===== src/rtl/pmt_pkg.sv =====
// ----------------------------------------------------------------------------
// pmt_pkg
// Shared types and constants for the PMT section parser.
// ----------------------------------------------------------------------------
`default_nettype none

package pmt_pkg;

  typedef enum logic [1:0] {
    KIND_HEADER = 2'd0,
    KIND_ENTRY  = 2'd1,
    KIND_END    = 2'd2
  } pmt_kind_t;

  localparam int unsigned HEADER_BYTES = 12;
  localparam int unsigned CRC_BYTES    = 4;
  localparam logic [12:0] OFFSET_MAX   = 13'h1fff;
  localparam logic [7:0]  COUNT_MAX    = 8'hff;

  typedef enum logic [2:0] {
    PH_IDLE  = 3'd0,
    PH_PID_H = 3'd1,
    PH_PID_L = 3'd2,
    PH_LEN_H = 3'd3,
    PH_LEN_L = 3'd4,
    PH_SKIP  = 3'd5
  } entry_phase_t;

  localparam int unsigned FIFO_DEPTH = 4;
  localparam int unsigned FIFO_AW    = $clog2(FIFO_DEPTH);

  typedef struct packed {
    logic [7:0]  stream_count;
    logic [11:0] info_len;
    logic [12:0] pid_value;
    logic [7:0]  last_section_num;
    logic [7:0]  section_num;
    logic        current_next;
    logic [4:0]  version_num;
    logic [15:0] program_num;
    logic [11:0] section_len;
    logic        syntax_bit;
    logic [7:0]  type_code;
    pmt_kind_t   kind;
  } pmt_result_t;

  typedef struct packed {
    logic        a_vld;
    logic        b_vld;
    pmt_result_t a;
    pmt_result_t b;
  } pmt_wr_t;

endpackage

`default_nettype wire


===== src/rtl/pmt_parse.sv =====
// ----------------------------------------------------------------------------
// pmt_parse
// Byte-wise section state and result formation, one byte per accepted cycle.
// ----------------------------------------------------------------------------
`default_nettype none

module pmt_parse (
  input  wire logic             clk,
  input  wire logic             rst,
  input  wire logic             accept,
  input  wire logic [7:0]       data_byte,
  input  wire logic             first_byte,
  input  wire logic             last_byte,
  input  wire logic [11:0]      total_bytes,
  output pmt_pkg::pmt_wr_t      wr
);
  import pmt_pkg::*;

  logic [12:0]  byte_offset, byte_offset_next;
  logic [11:0]  section_total, section_total_next;
  logic [12:0]  entries_start, entries_start_next;
  entry_phase_t entry_phase, entry_phase_next;
  logic [11:0]  skip_left, skip_left_next;
  logic [63:0]  header_shadow, header_shadow_next;
  logic [23:0]  entry_shadow, entry_shadow_next;
  logic [7:0]   entry_total, entry_total_next;

  logic [12:0] p;
  logic [7:0]  hb1, hb5;
  logic [11:0] pil;
  logic [7:0]  entry_total_cur;

  always_comb begin
    // a first byte restarts from the reset state and loads the section's byte total
    if (first_byte) begin
      p                  = '0;
      section_total_next = total_bytes;
      entries_start_next = '0;
      entry_phase_next   = PH_IDLE;
      skip_left_next     = '0;
      header_shadow_next = '0;
      entry_shadow_next  = '0;
      entry_total_cur    = '0;
    end else begin
      p                  = byte_offset;
      section_total_next = section_total;
      entries_start_next = entries_start;
      entry_phase_next   = entry_phase;
      skip_left_next     = skip_left;
      header_shadow_next = header_shadow;
      entry_shadow_next  = entry_shadow;
      entry_total_cur    = entry_total;
    end
    entry_total_next = entry_total_cur;

    hb1 = header_shadow_next[15:8];
    hb5 = header_shadow_next[47:40];
    pil = {entry_shadow_next[3:0], data_byte};

    wr       = '0;
    wr.a     = '0;
    wr.b     = '0;

    if (p < 13'd8) begin
      header_shadow_next[8*p[2:0] +: 8] = data_byte;
    end else if (p < 13'd11) begin
      entry_shadow_next = {entry_shadow_next[15:0], data_byte};
    end else if (p == 13'd11) begin
      wr.a_vld              = 1'b1;
      wr.a.kind             = KIND_HEADER;
      wr.a.type_code        = header_shadow_next[7:0];
      wr.a.syntax_bit       = hb1[7];
      wr.a.section_len      = {hb1[3:0], header_shadow_next[23:16]};
      wr.a.program_num      = {header_shadow_next[31:24], header_shadow_next[39:32]};
      wr.a.version_num      = hb5[5:1];
      wr.a.current_next     = hb5[0];
      wr.a.section_num      = header_shadow_next[55:48];
      wr.a.last_section_num = header_shadow_next[63:56];
      wr.a.pid_value        = {entry_shadow_next[20:16], entry_shadow_next[15:8]};
      wr.a.info_len         = pil;
      entries_start_next    = 13'(HEADER_BYTES) + {1'b0, pil};
      entry_phase_next      = PH_IDLE;
      skip_left_next        = '0;
      entry_shadow_next     = '0;
    end else if (p >= entries_start_next) begin
      case (entry_phase_next)
        PH_IDLE: begin
          if (({1'b0, p} + 14'(CRC_BYTES)) < {2'b00, section_total_next}) begin
            entry_shadow_next = {16'h0000, data_byte};
            entry_phase_next  = PH_PID_H;
          end
        end
        PH_PID_H: begin
          entry_shadow_next = {entry_shadow_next[18:0], data_byte[4:0]};
          entry_phase_next  = PH_PID_L;
        end
        PH_PID_L: begin
          entry_shadow_next = {entry_shadow_next[15:0], data_byte};
          entry_phase_next  = PH_LEN_H;
        end
        PH_LEN_H: begin
          skip_left_next   = {data_byte[3:0], 8'h00};
          entry_phase_next = PH_LEN_L;
        end
        PH_LEN_L: begin
          skip_left_next     = {skip_left_next[11:8], data_byte};
          wr.a_vld           = 1'b1;
          wr.a.kind          = KIND_ENTRY;
          wr.a.type_code     = entry_shadow_next[20:13];
          wr.a.pid_value     = entry_shadow_next[12:0];
          wr.a.info_len      = {skip_left_next[11:8], data_byte};
          if (entry_total_cur != COUNT_MAX) begin
            entry_total_next = entry_total_cur + 8'd1;
          end
          entry_phase_next = ({skip_left_next[11:8], data_byte} != 12'd0) ? PH_SKIP : PH_IDLE;
        end
        default: begin
          if (skip_left_next != 12'd0) begin
            skip_left_next = skip_left_next - 12'd1;
          end
          if (skip_left_next == 12'd0) begin
            entry_phase_next = PH_IDLE;
          end
        end
      endcase
    end

    byte_offset_next = (p != OFFSET_MAX) ? p + 13'd1 : p;

    if (last_byte) begin
      wr.b_vld          = 1'b1;
      wr.b.kind         = KIND_END;
      wr.b.stream_count = entry_total_next;
    end
    if (!accept) begin
      wr.a_vld = 1'b0;
      wr.b_vld = 1'b0;
    end
  end

  always_ff @(posedge clk) begin
    if (rst) begin
      byte_offset   <= '0;
      section_total <= '0;
      entries_start <= '0;
      entry_phase   <= PH_IDLE;
      skip_left     <= '0;
      header_shadow <= '0;
      entry_shadow  <= '0;
      entry_total   <= '0;
    end else if (accept) begin
      byte_offset   <= byte_offset_next;
      section_total <= section_total_next;
      entries_start <= entries_start_next;
      entry_phase   <= entry_phase_next;
      skip_left     <= skip_left_next;
      header_shadow <= header_shadow_next;
      entry_shadow  <= entry_shadow_next;
      entry_total   <= entry_total_next;
    end
  end

endmodule

`default_nettype wire


===== src/rtl/pmt_result_fifo.sv =====
// ----------------------------------------------------------------------------
// pmt_result_fifo
// Small result queue taking up to two results per cycle, one out on out_ready.
// ----------------------------------------------------------------------------
`default_nettype none

module pmt_result_fifo (
  input  wire logic                 clk,
  input  wire logic                 rst,
  input  wire pmt_pkg::pmt_wr_t     wr,
  output logic                      room,
  output logic                      out_valid,
  input  wire logic                 out_ready,
  output pmt_pkg::pmt_result_t      out_item
);
  import pmt_pkg::*;

  pmt_result_t        mem [FIFO_DEPTH];
  logic [FIFO_AW-1:0] wptr, rptr;
  logic [FIFO_AW:0]   count, count_next;
  logic               pop;
  logic [1:0]         nwr;

  assign out_valid = (count != '0);
  assign out_item  = mem[rptr];
  assign pop       = out_valid && out_ready;
  assign room      = (count <= (FIFO_AW+1)'(FIFO_DEPTH - 2));
  assign nwr       = {1'b0, wr.a_vld} + {1'b0, wr.b_vld};

  always_comb begin
    count_next = count + {{(FIFO_AW-1){1'b0}}, nwr} - {{FIFO_AW{1'b0}}, pop};
  end

  always_ff @(posedge clk) begin
    if (wr.a_vld) begin
      mem[wptr] <= wr.a;
      if (wr.b_vld) begin
        mem[wptr + FIFO_AW'(1)] <= wr.b;
      end
    end else if (wr.b_vld) begin
      mem[wptr] <= wr.b;
    end
  end

  always_ff @(posedge clk) begin
    if (rst) begin
      wptr  <= '0;
      rptr  <= '0;
      count <= '0;
    end else begin
      wptr  <= wptr + FIFO_AW'(nwr);
      if (pop) begin
        rptr <= rptr + FIFO_AW'(1);
      end
      count <= count_next;
    end
  end

endmodule

`default_nettype wire


===== src/rtl/pmt_section_parser_core.sv =====
// ----------------------------------------------------------------------------
// pmt_section_parser_core
// PMT section parser: header, stream entries and end-of-section results.
// ----------------------------------------------------------------------------
// One section byte is taken per cycle while s_axis_tready is high; its results
// (at most two) are formed in the same cycle and written into a four-entry
// result queue, which hands out one result per cycle on m_axis_tready. Input
// stalls only while the queue holds more than two results, so the byte rate
// is set by how fast the downstream side drains results.
`default_nettype none

module pmt_section_parser_core (
  input  wire logic        clk,
  input  wire logic        rst,
  input  wire logic        s_axis_tvalid,
  output logic             s_axis_tready,
  input  wire logic [23:0] s_axis_tdata,   // data_byte[7:0], total_bytes[19:8]
  input  wire logic        s_axis_tuser,   // first_byte
  input  wire logic        s_axis_tlast,   // last_byte
  output logic             m_axis_tvalid,
  input  wire logic        m_axis_tready,
  output logic [95:0]      m_axis_tdata,   // type_code, syntax_bit, section_len,
                                           // program_num, version_num, current_next,
                                           // section_num, last_section_num,
                                           // pid_value, info_len, stream_count
  output logic [1:0]       m_axis_tuser    // kind
);
  import pmt_pkg::*;

  logic        accept;
  pmt_wr_t     wr;
  pmt_result_t res;

  assign accept = s_axis_tvalid && s_axis_tready;

  pmt_parse u_parse (
    .clk         (clk),
    .rst         (rst),
    .accept      (accept),
    .data_byte   (s_axis_tdata[7:0]),
    .first_byte  (s_axis_tuser),
    .last_byte   (s_axis_tlast),
    .total_bytes (s_axis_tdata[19:8]),
    .wr          (wr)
  );

  pmt_result_fifo u_fifo (
    .clk       (clk),
    .rst       (rst),
    .wr        (wr),
    .room      (s_axis_tready),
    .out_valid (m_axis_tvalid),
    .out_ready (m_axis_tready),
    .out_item  (res)
  );

  assign m_axis_tuser = res.kind;
  assign m_axis_tdata = {4'h0, res.stream_count, res.info_len, res.pid_value,
                         res.last_section_num, res.section_num, res.current_next,
                         res.version_num, res.program_num, res.section_len,
                         res.syntax_bit, res.type_code};

endmodule

`default_nettype wire


===== config.mk =====
export PLATFORM = sky130hd
export DESIGN_NAME = pmt_section_parser_core
export DESIGN_NICKNAME = d
export VERILOG_FILES = /design/src/rtl/pmt_pkg.sv /design/src/rtl/pmt_parse.sv /design/src/rtl/pmt_result_fifo.sv /design/src/rtl/pmt_section_parser_core.sv
export SDC_FILE = /design/constraint.sdc
export NUM_CORES = 1
export LEC_CHECK = 0
export ABC_CLOCK_PERIOD_IN_PS = 15000
export CORE_ASPECT_RATIO = 2
export CORE_MARGIN = 2
export CORE_UTILIZATION = 23
export CTS_CLUSTER_DIAMETER = 50
export CTS_CLUSTER_SIZE = 20
export DETAILED_ROUTE_END_ITERATION = 8
export DONT_BUFFER_PORTS = 1
export HOLD_SLACK_MARGIN = 0.06
export PLACE_DENSITY_LB_ADDON = 0.08
export SLEW_MARGIN = 25
export SYNTH_ARGS = -nofsm -noshare
export SYNTH_HDL_FRONTEND = slang
export SYNTH_HIERARCHICAL = 1
export SYNTH_SLANG_ARGS = --single-unit

===== constraint.sdc =====
create_clock -name clk -period 15 [get_ports clk]
set_input_delay 2.25 -clock clk [delete_from_list [all_inputs] [get_ports clk]]
set_output_delay 2.25 -clock clk [all_outputs]
set_load 0.1 [all_outputs]

# After elaboration in Yosys (flattened, before gate mapping)

Memories as Yosys holds them, arrays and structs flattened. A register that Yosys moved wholly into a read port is not among the register bits.
Cells that the tools add are included.

Register bits after elaboration: 156
Memory bits (writable): 376
Input port bits: 30
Logic and storage cells: 121
Memories: 1

Memories:

| name       | depth | bits a word | rd ports | clocked after memory_dff | wr ports | RTL line              | text |
|---|---|---|---|---|---|---|---|
| u_fifo.mem | 4     | 94          | 1        | 1                        | 2        | pmt_result_fifo.sv:18 | `pmt_result_t mem [FIFO_DEPTH];` |

$add $sub $neg: 12
$lt $le $gt $ge: 5
Equality and inequality tests: 7
Shift-type cells: 2
Muxes and demuxes: 73
Bitwise logic cells: 1
Reduce and logical (&&, ||, !) cells: 9

Operators with widths:

| kind                                                  | count |
|---|---|
| two-way mux 86 bit                                    | 2 |
| two-way mux 12 bit                                    | 12 |
| two-way mux 24 bit                                    | 6 |
| two-way mux 64 bit                                    | 2 |
| two-way mux 94 bit                                    | 1 |
| two-way mux 13 bit                                    | 6 |
| two-way mux 25 bit                                    | 3 |
| one-hot mux 24 bit (3 select lines)                   | 1 |
| bitwise mux 64 bit                                    | 1 |
| two-way mux 8 bit                                     | 8 |
| variable shift 8 x 34 -> 64 bit, first input constant | 1 |
| indexed part select 8 x 34 -> 64 bit                  | 1 |
| two-way mux 51 bit                                    | 1 |
| one-hot mux 12 bit (3 select lines)                   | 1 |
| negation 6 -> 34 bit                                  | 1 |
| two-way mux 10 bit                                    | 3 |
| < comparator 13 x 4 -> 1 bit, second input constant   | 2 |
| two-way mux 3 bit                                     | 8 |
| nonzero test 12 bit                                   | 2 |
| one-hot mux 3 bit (5 select lines)                    | 1 |
| adder 13 x 3 -> 14 bit, second input constant         | 1 |
| < comparator 14 x 12 -> 1 bit                         | 1 |
| adder 13 x 1 -> 13 bit, second input constant         | 1 |
| adder 4 x 12 -> 13 bit, first input constant          | 1 |
| other kinds (24)                                      | 42 |

# Logic depth before layout (Yosys ltp)

Depth in word-level cells: 15
Depth in mapped cells: 26

# Modules after synthesis

The synthesis kept the hierarchy.

Modules (own cells, without submodules):

| module                  | instances | cells an instance | area an instance (µm²) |
|---|---|---|---|
| pmt_result_fifo         | 1         | 965               | 18,824.3 |
| pmt_parse               | 1         | 1,294             | 10,094.7 |
| pmt_section_parser_core | 1         | 6                 | 40.0 |

# Worst setup path after synthesis

No wires, ideal clock.

Path type: in2reg
From: input s_axis_tuser
To: memory u_fifo/mem[1][0] (netlist bit) (enable)
Arrival: 12,813 ps
Required time: 14,314 ps
Setup slack: 1,500 ps
Stages: 18
Path buffers: 7
Cell sequence: buf_2 -> buf_6 -> buf_2 -> buf_2 -> buf_2 -> buf_2 -> buf_1 -> nor2_1 -> ha_1 -> nand3_1 -> or4_1 -> o211a_1 -> a21bo_2 -> a21oi_1 -> and2_1 -> ha_1 -> nor2_1 -> a211oi_1

RTL lines:

| item               | RTL line                      | text |
|---|---|---|
| start: declaration | pmt_section_parser_core.sv:18 | `input wire logic s_axis_tuser,` |
| end: declaration   | pmt_result_fifo.sv:18         |  |

==> results.txt <==
HPWL Detailed -> 58.5 mm
first-pass GRT wire length -> 139 mm
Netlist cell types -> 96
share of the synthesized area in the top cell type -> 39.0%
drt first pass iters -> 5
Power Dens Cells -> 151 nW/um^2
Yosys warning total -> 6
final hold vios -> 0
Synth Register Bits -> 526
ratio of cells with drive above 1 in the final layout -> 27.0%
Max Freq -> 140 MHz
wire per inst -> 24.2 um
most frequent cells in the layout -> edfxtp_1 (376), mux2_2 (257), dfxtp_1 (148), nor2_1 (143), nand2_1 (119)
CTS tree -> built
port buffer count -> 0
Hold WC Path Type -> flop to flop
Lkg Pwr -> 0.0118 uW
post-route cell area -> 32,600 um^2
Starting Density -> 23.1%
Area Growth Syn to Fin -> 12.5%
Post-DRT Antenna Nets -> 0
worst slack, placed -> 7.15 ns
dpl cell area -> 30,300 um^2
I/O pins -> 130
synth top area cells -> edfxtp_1 (39%), dfxtp_1 (10%), mux2_2 (10%), mux4_2 (7.3%), mux2_4 (3.1%)
# fillers -> 13,100
clk_skew -> 0.0287 ns
crit path cell chain -> inv_1 > buf_4 > nand2_1 > ha_1 > nand4_1 > or4_1 > o211a_1 > a21bo_2 > a21oi_1 > buf_4 > and2_1 > inv_1 > ha_1 > o21ba_4 > buf_4 > buf_4 > mux2_2
crit path capture type -> flop
Root Driver -> clkbuf_16
EDFF count, synth -> 376
chip height -> 506 um
grt ovf -> 0
die width -> 255 um
clock sink count -> 526
largest net degree at the start of global routing -> 116
crit share post-route -> 47.6%
DRC Markers -> 0
RSZ-0062 raised after global routing -> no
worst path buffer plus inverter count -> 6
delay-heaviest family, CP -> buffers and inverters
slowest CP cell -> o21ba_4
Top FF cell, synth -> edfxtp_1
slew margin rel. -> 33.2%
setup tns final -> 0 ns
count of maximum capacitance violations -> 0
Async SR Flop Fraction -> 0%
most used cell, CP -> buf_4
worst vdd ir -> 0.111 mV
critical path launch point type -> primary input
CP Class -> primary input to flop
slowest stage delay, CP -> 0.74 ns
CTS Buf Count -> 67
Post CTS Setup Buffer Count -> 0
Vias -> 18,200
final net count -> 2,284
Cells after Synth -> 2,265
Vias per Instance -> 4.61
Worst-Skew Late Latency -> 0.65 ns
maximum buffer depth of the clock tree -> 3
worst setup margin -> 7.86 ns
max-slew violation count -> 0
Req. time, crit path -> 15.39 ns
area leader, netlist -> edfxtp_1
final wirelength -> 95.2 mm
Tot GR Track Use -> 14.8%
RePlAce Congestion -> 0.762
Hold-fix buffers, CTS -> 0
Iteration-0 DRC Markers -> 957
# H-tree levels -> 3
Rows -> 184
outcome -> complete, no violations
Worst EP arrival -> 7.54 ns
initial antenna violation count -> 0
Setup-failing EPs final -> 0
Worst Max-Slew Pin Slew -> 1.00 ns
min Tclk post-route -> 7.14 ns
Mapped Area -> 29,000 um^2
placed insts -> 3,815
Core ar. -> 125,000 um^2
sequential element share of the synthesized area -> 49.4%
Worst-path clk slew -> 0.06 ns
PostCTS Resize Cnt -> 0
die area -> 129,000 um^2
vias in the first global route -> 19,200
Avg Inst Size Synth -> 12.8 um^2
CP Max Fanout -> 92
most common cell after layout, fill and taps aside -> edfxtp_1
final instance count without filler cells -> 3,941
==> final timing paths <==
| kind | start | endpoint | slack, ns | cells past startpoint |
|---|---|---|---|---|
| worst min-delay path | u_parse/section_total[3] | u_parse/section_total[3] | 0.45 | 2 |
| worst min register to register | u_parse/section_total[3] | u_parse/section_total[3] | 0.45 | 2 |
| worst max-delay path | s_axis_tuser | u_fifo/mem[3][93] | 7.86 | 17 |
| worst max register to register | u_parse/byte_offset[0] | u_fifo/mem[3][93] | 9.07 | 15 |
==> worst reg2reg max path, delay by kind of cell (launching register included) <==
kind | cells | cell delay [ns]
compound gates | 4 | 1.45
fa+ha+maj | 2 | 0.70
buf+inv | 4 | 1.44
flops | 1 | 0.57
mux | 1 | 0.40
simple gates | 4 | 1.14
==> power breakdown <==
part / switching [uW] / internal [uW] / total [uW]
logic: 1190 / 354 / 1550
clock network: 715 / 947 / 1660
registers: 59.2 / 1660 / 1720
total: 1970 / 2970 / 4930
==> cell usage after synthesis, drive strengths merged (25+ instances only) <==
| master | n |
|---|---|
| and3 | 71 |
| a22oi | 52 |
| clkbuf | 75 |
| nand2 | 121 |
| buf | 189 |
| dfxtp | 150 |
| nor2b | 25 |
| o21ai | 32 |
| nand3 | 31 |
| mux2 | 377 |
| and2 | 28 |
| inv | 34 |
| a21oi | 60 |
| nor2 | 146 |
| edfxtp | 376 |
| mux4 | 94 |
| a22o | 42 |
| ha | 43 |
| nor3 | 29 |
==> layer usage <==
layer  global-route usage [%]  wire (um)  vias up
li1                         -          -     8439
met1                     19.0      41700     9275
met2                     25.1      47000      373
met3                     3.02       4770       92
met4                     3.85       1690        0
met5                        0          0        -
==> cell families after synthesis <==
| kind of cell | share of synthesized area, % |
|---|---|
| other | 0.0259 |
| xor gates and xnor gates | 1.15 |
| muxes | 23.2 |
| DFF | 49.4 |
| and+or+nand+nor | 9.32 |
| adders and majority gates | 1.96 |
| buffers and inverters | 5.95 |
| AOI/OAI and AO/OA | 9.00 |
==> through the flow <==
stage | util (%) | total power, uW | hold slack, ns
2_1_floorplan | - | 3110 | 0.431
3_3_place_gp | 24.2 | 3330 | 0.441
3_5_place_dp | 24.2 | 3340 | 0.442
4_1_cts | 26.0 | 5050 | 0.450
5_1_grt | 26.0 | 5150 | 0.468
6_report | 26.0 | 4930 | 0.453
==> cell type report <==
| class | instances | area (um^2) | area share (%) |
|---|---|---|---|
| Multi-Input combinational cell | 1537 | 13400 | 41.2 |
| Tap cell | 1674 | 2090 | 6.43 |
| Antenna cell | 2 | 5.00 | 0.0154 |
| Clock inverter | 37 | 364 | 1.12 |
| Timing Repair Buffer | 44 | 367 | 1.13 |
| Clock buffer | 87 | 1890 | 5.79 |
| Sequential cell | 526 | 14300 | 43.9 |
| Inverter | 34 | 128 | 0.392 |
==> sequential cells by signal (all words and copies together), names as in the netlist, named ones only <==
name,cells
u_fifo/count,3
u_fifo/mem,376
u_fifo/rptr,2
u_fifo/wptr,2
u_parse/byte_offset,13
u_parse/entries_start,13
u_parse/entry_phase,3
u_parse/entry_shadow,21
u_parse/entry_total,8
u_parse/header_shadow,59
u_parse/section_total,12
u_parse/skip_left,12
Note: power is estimated with default switching activity, not from simulation.
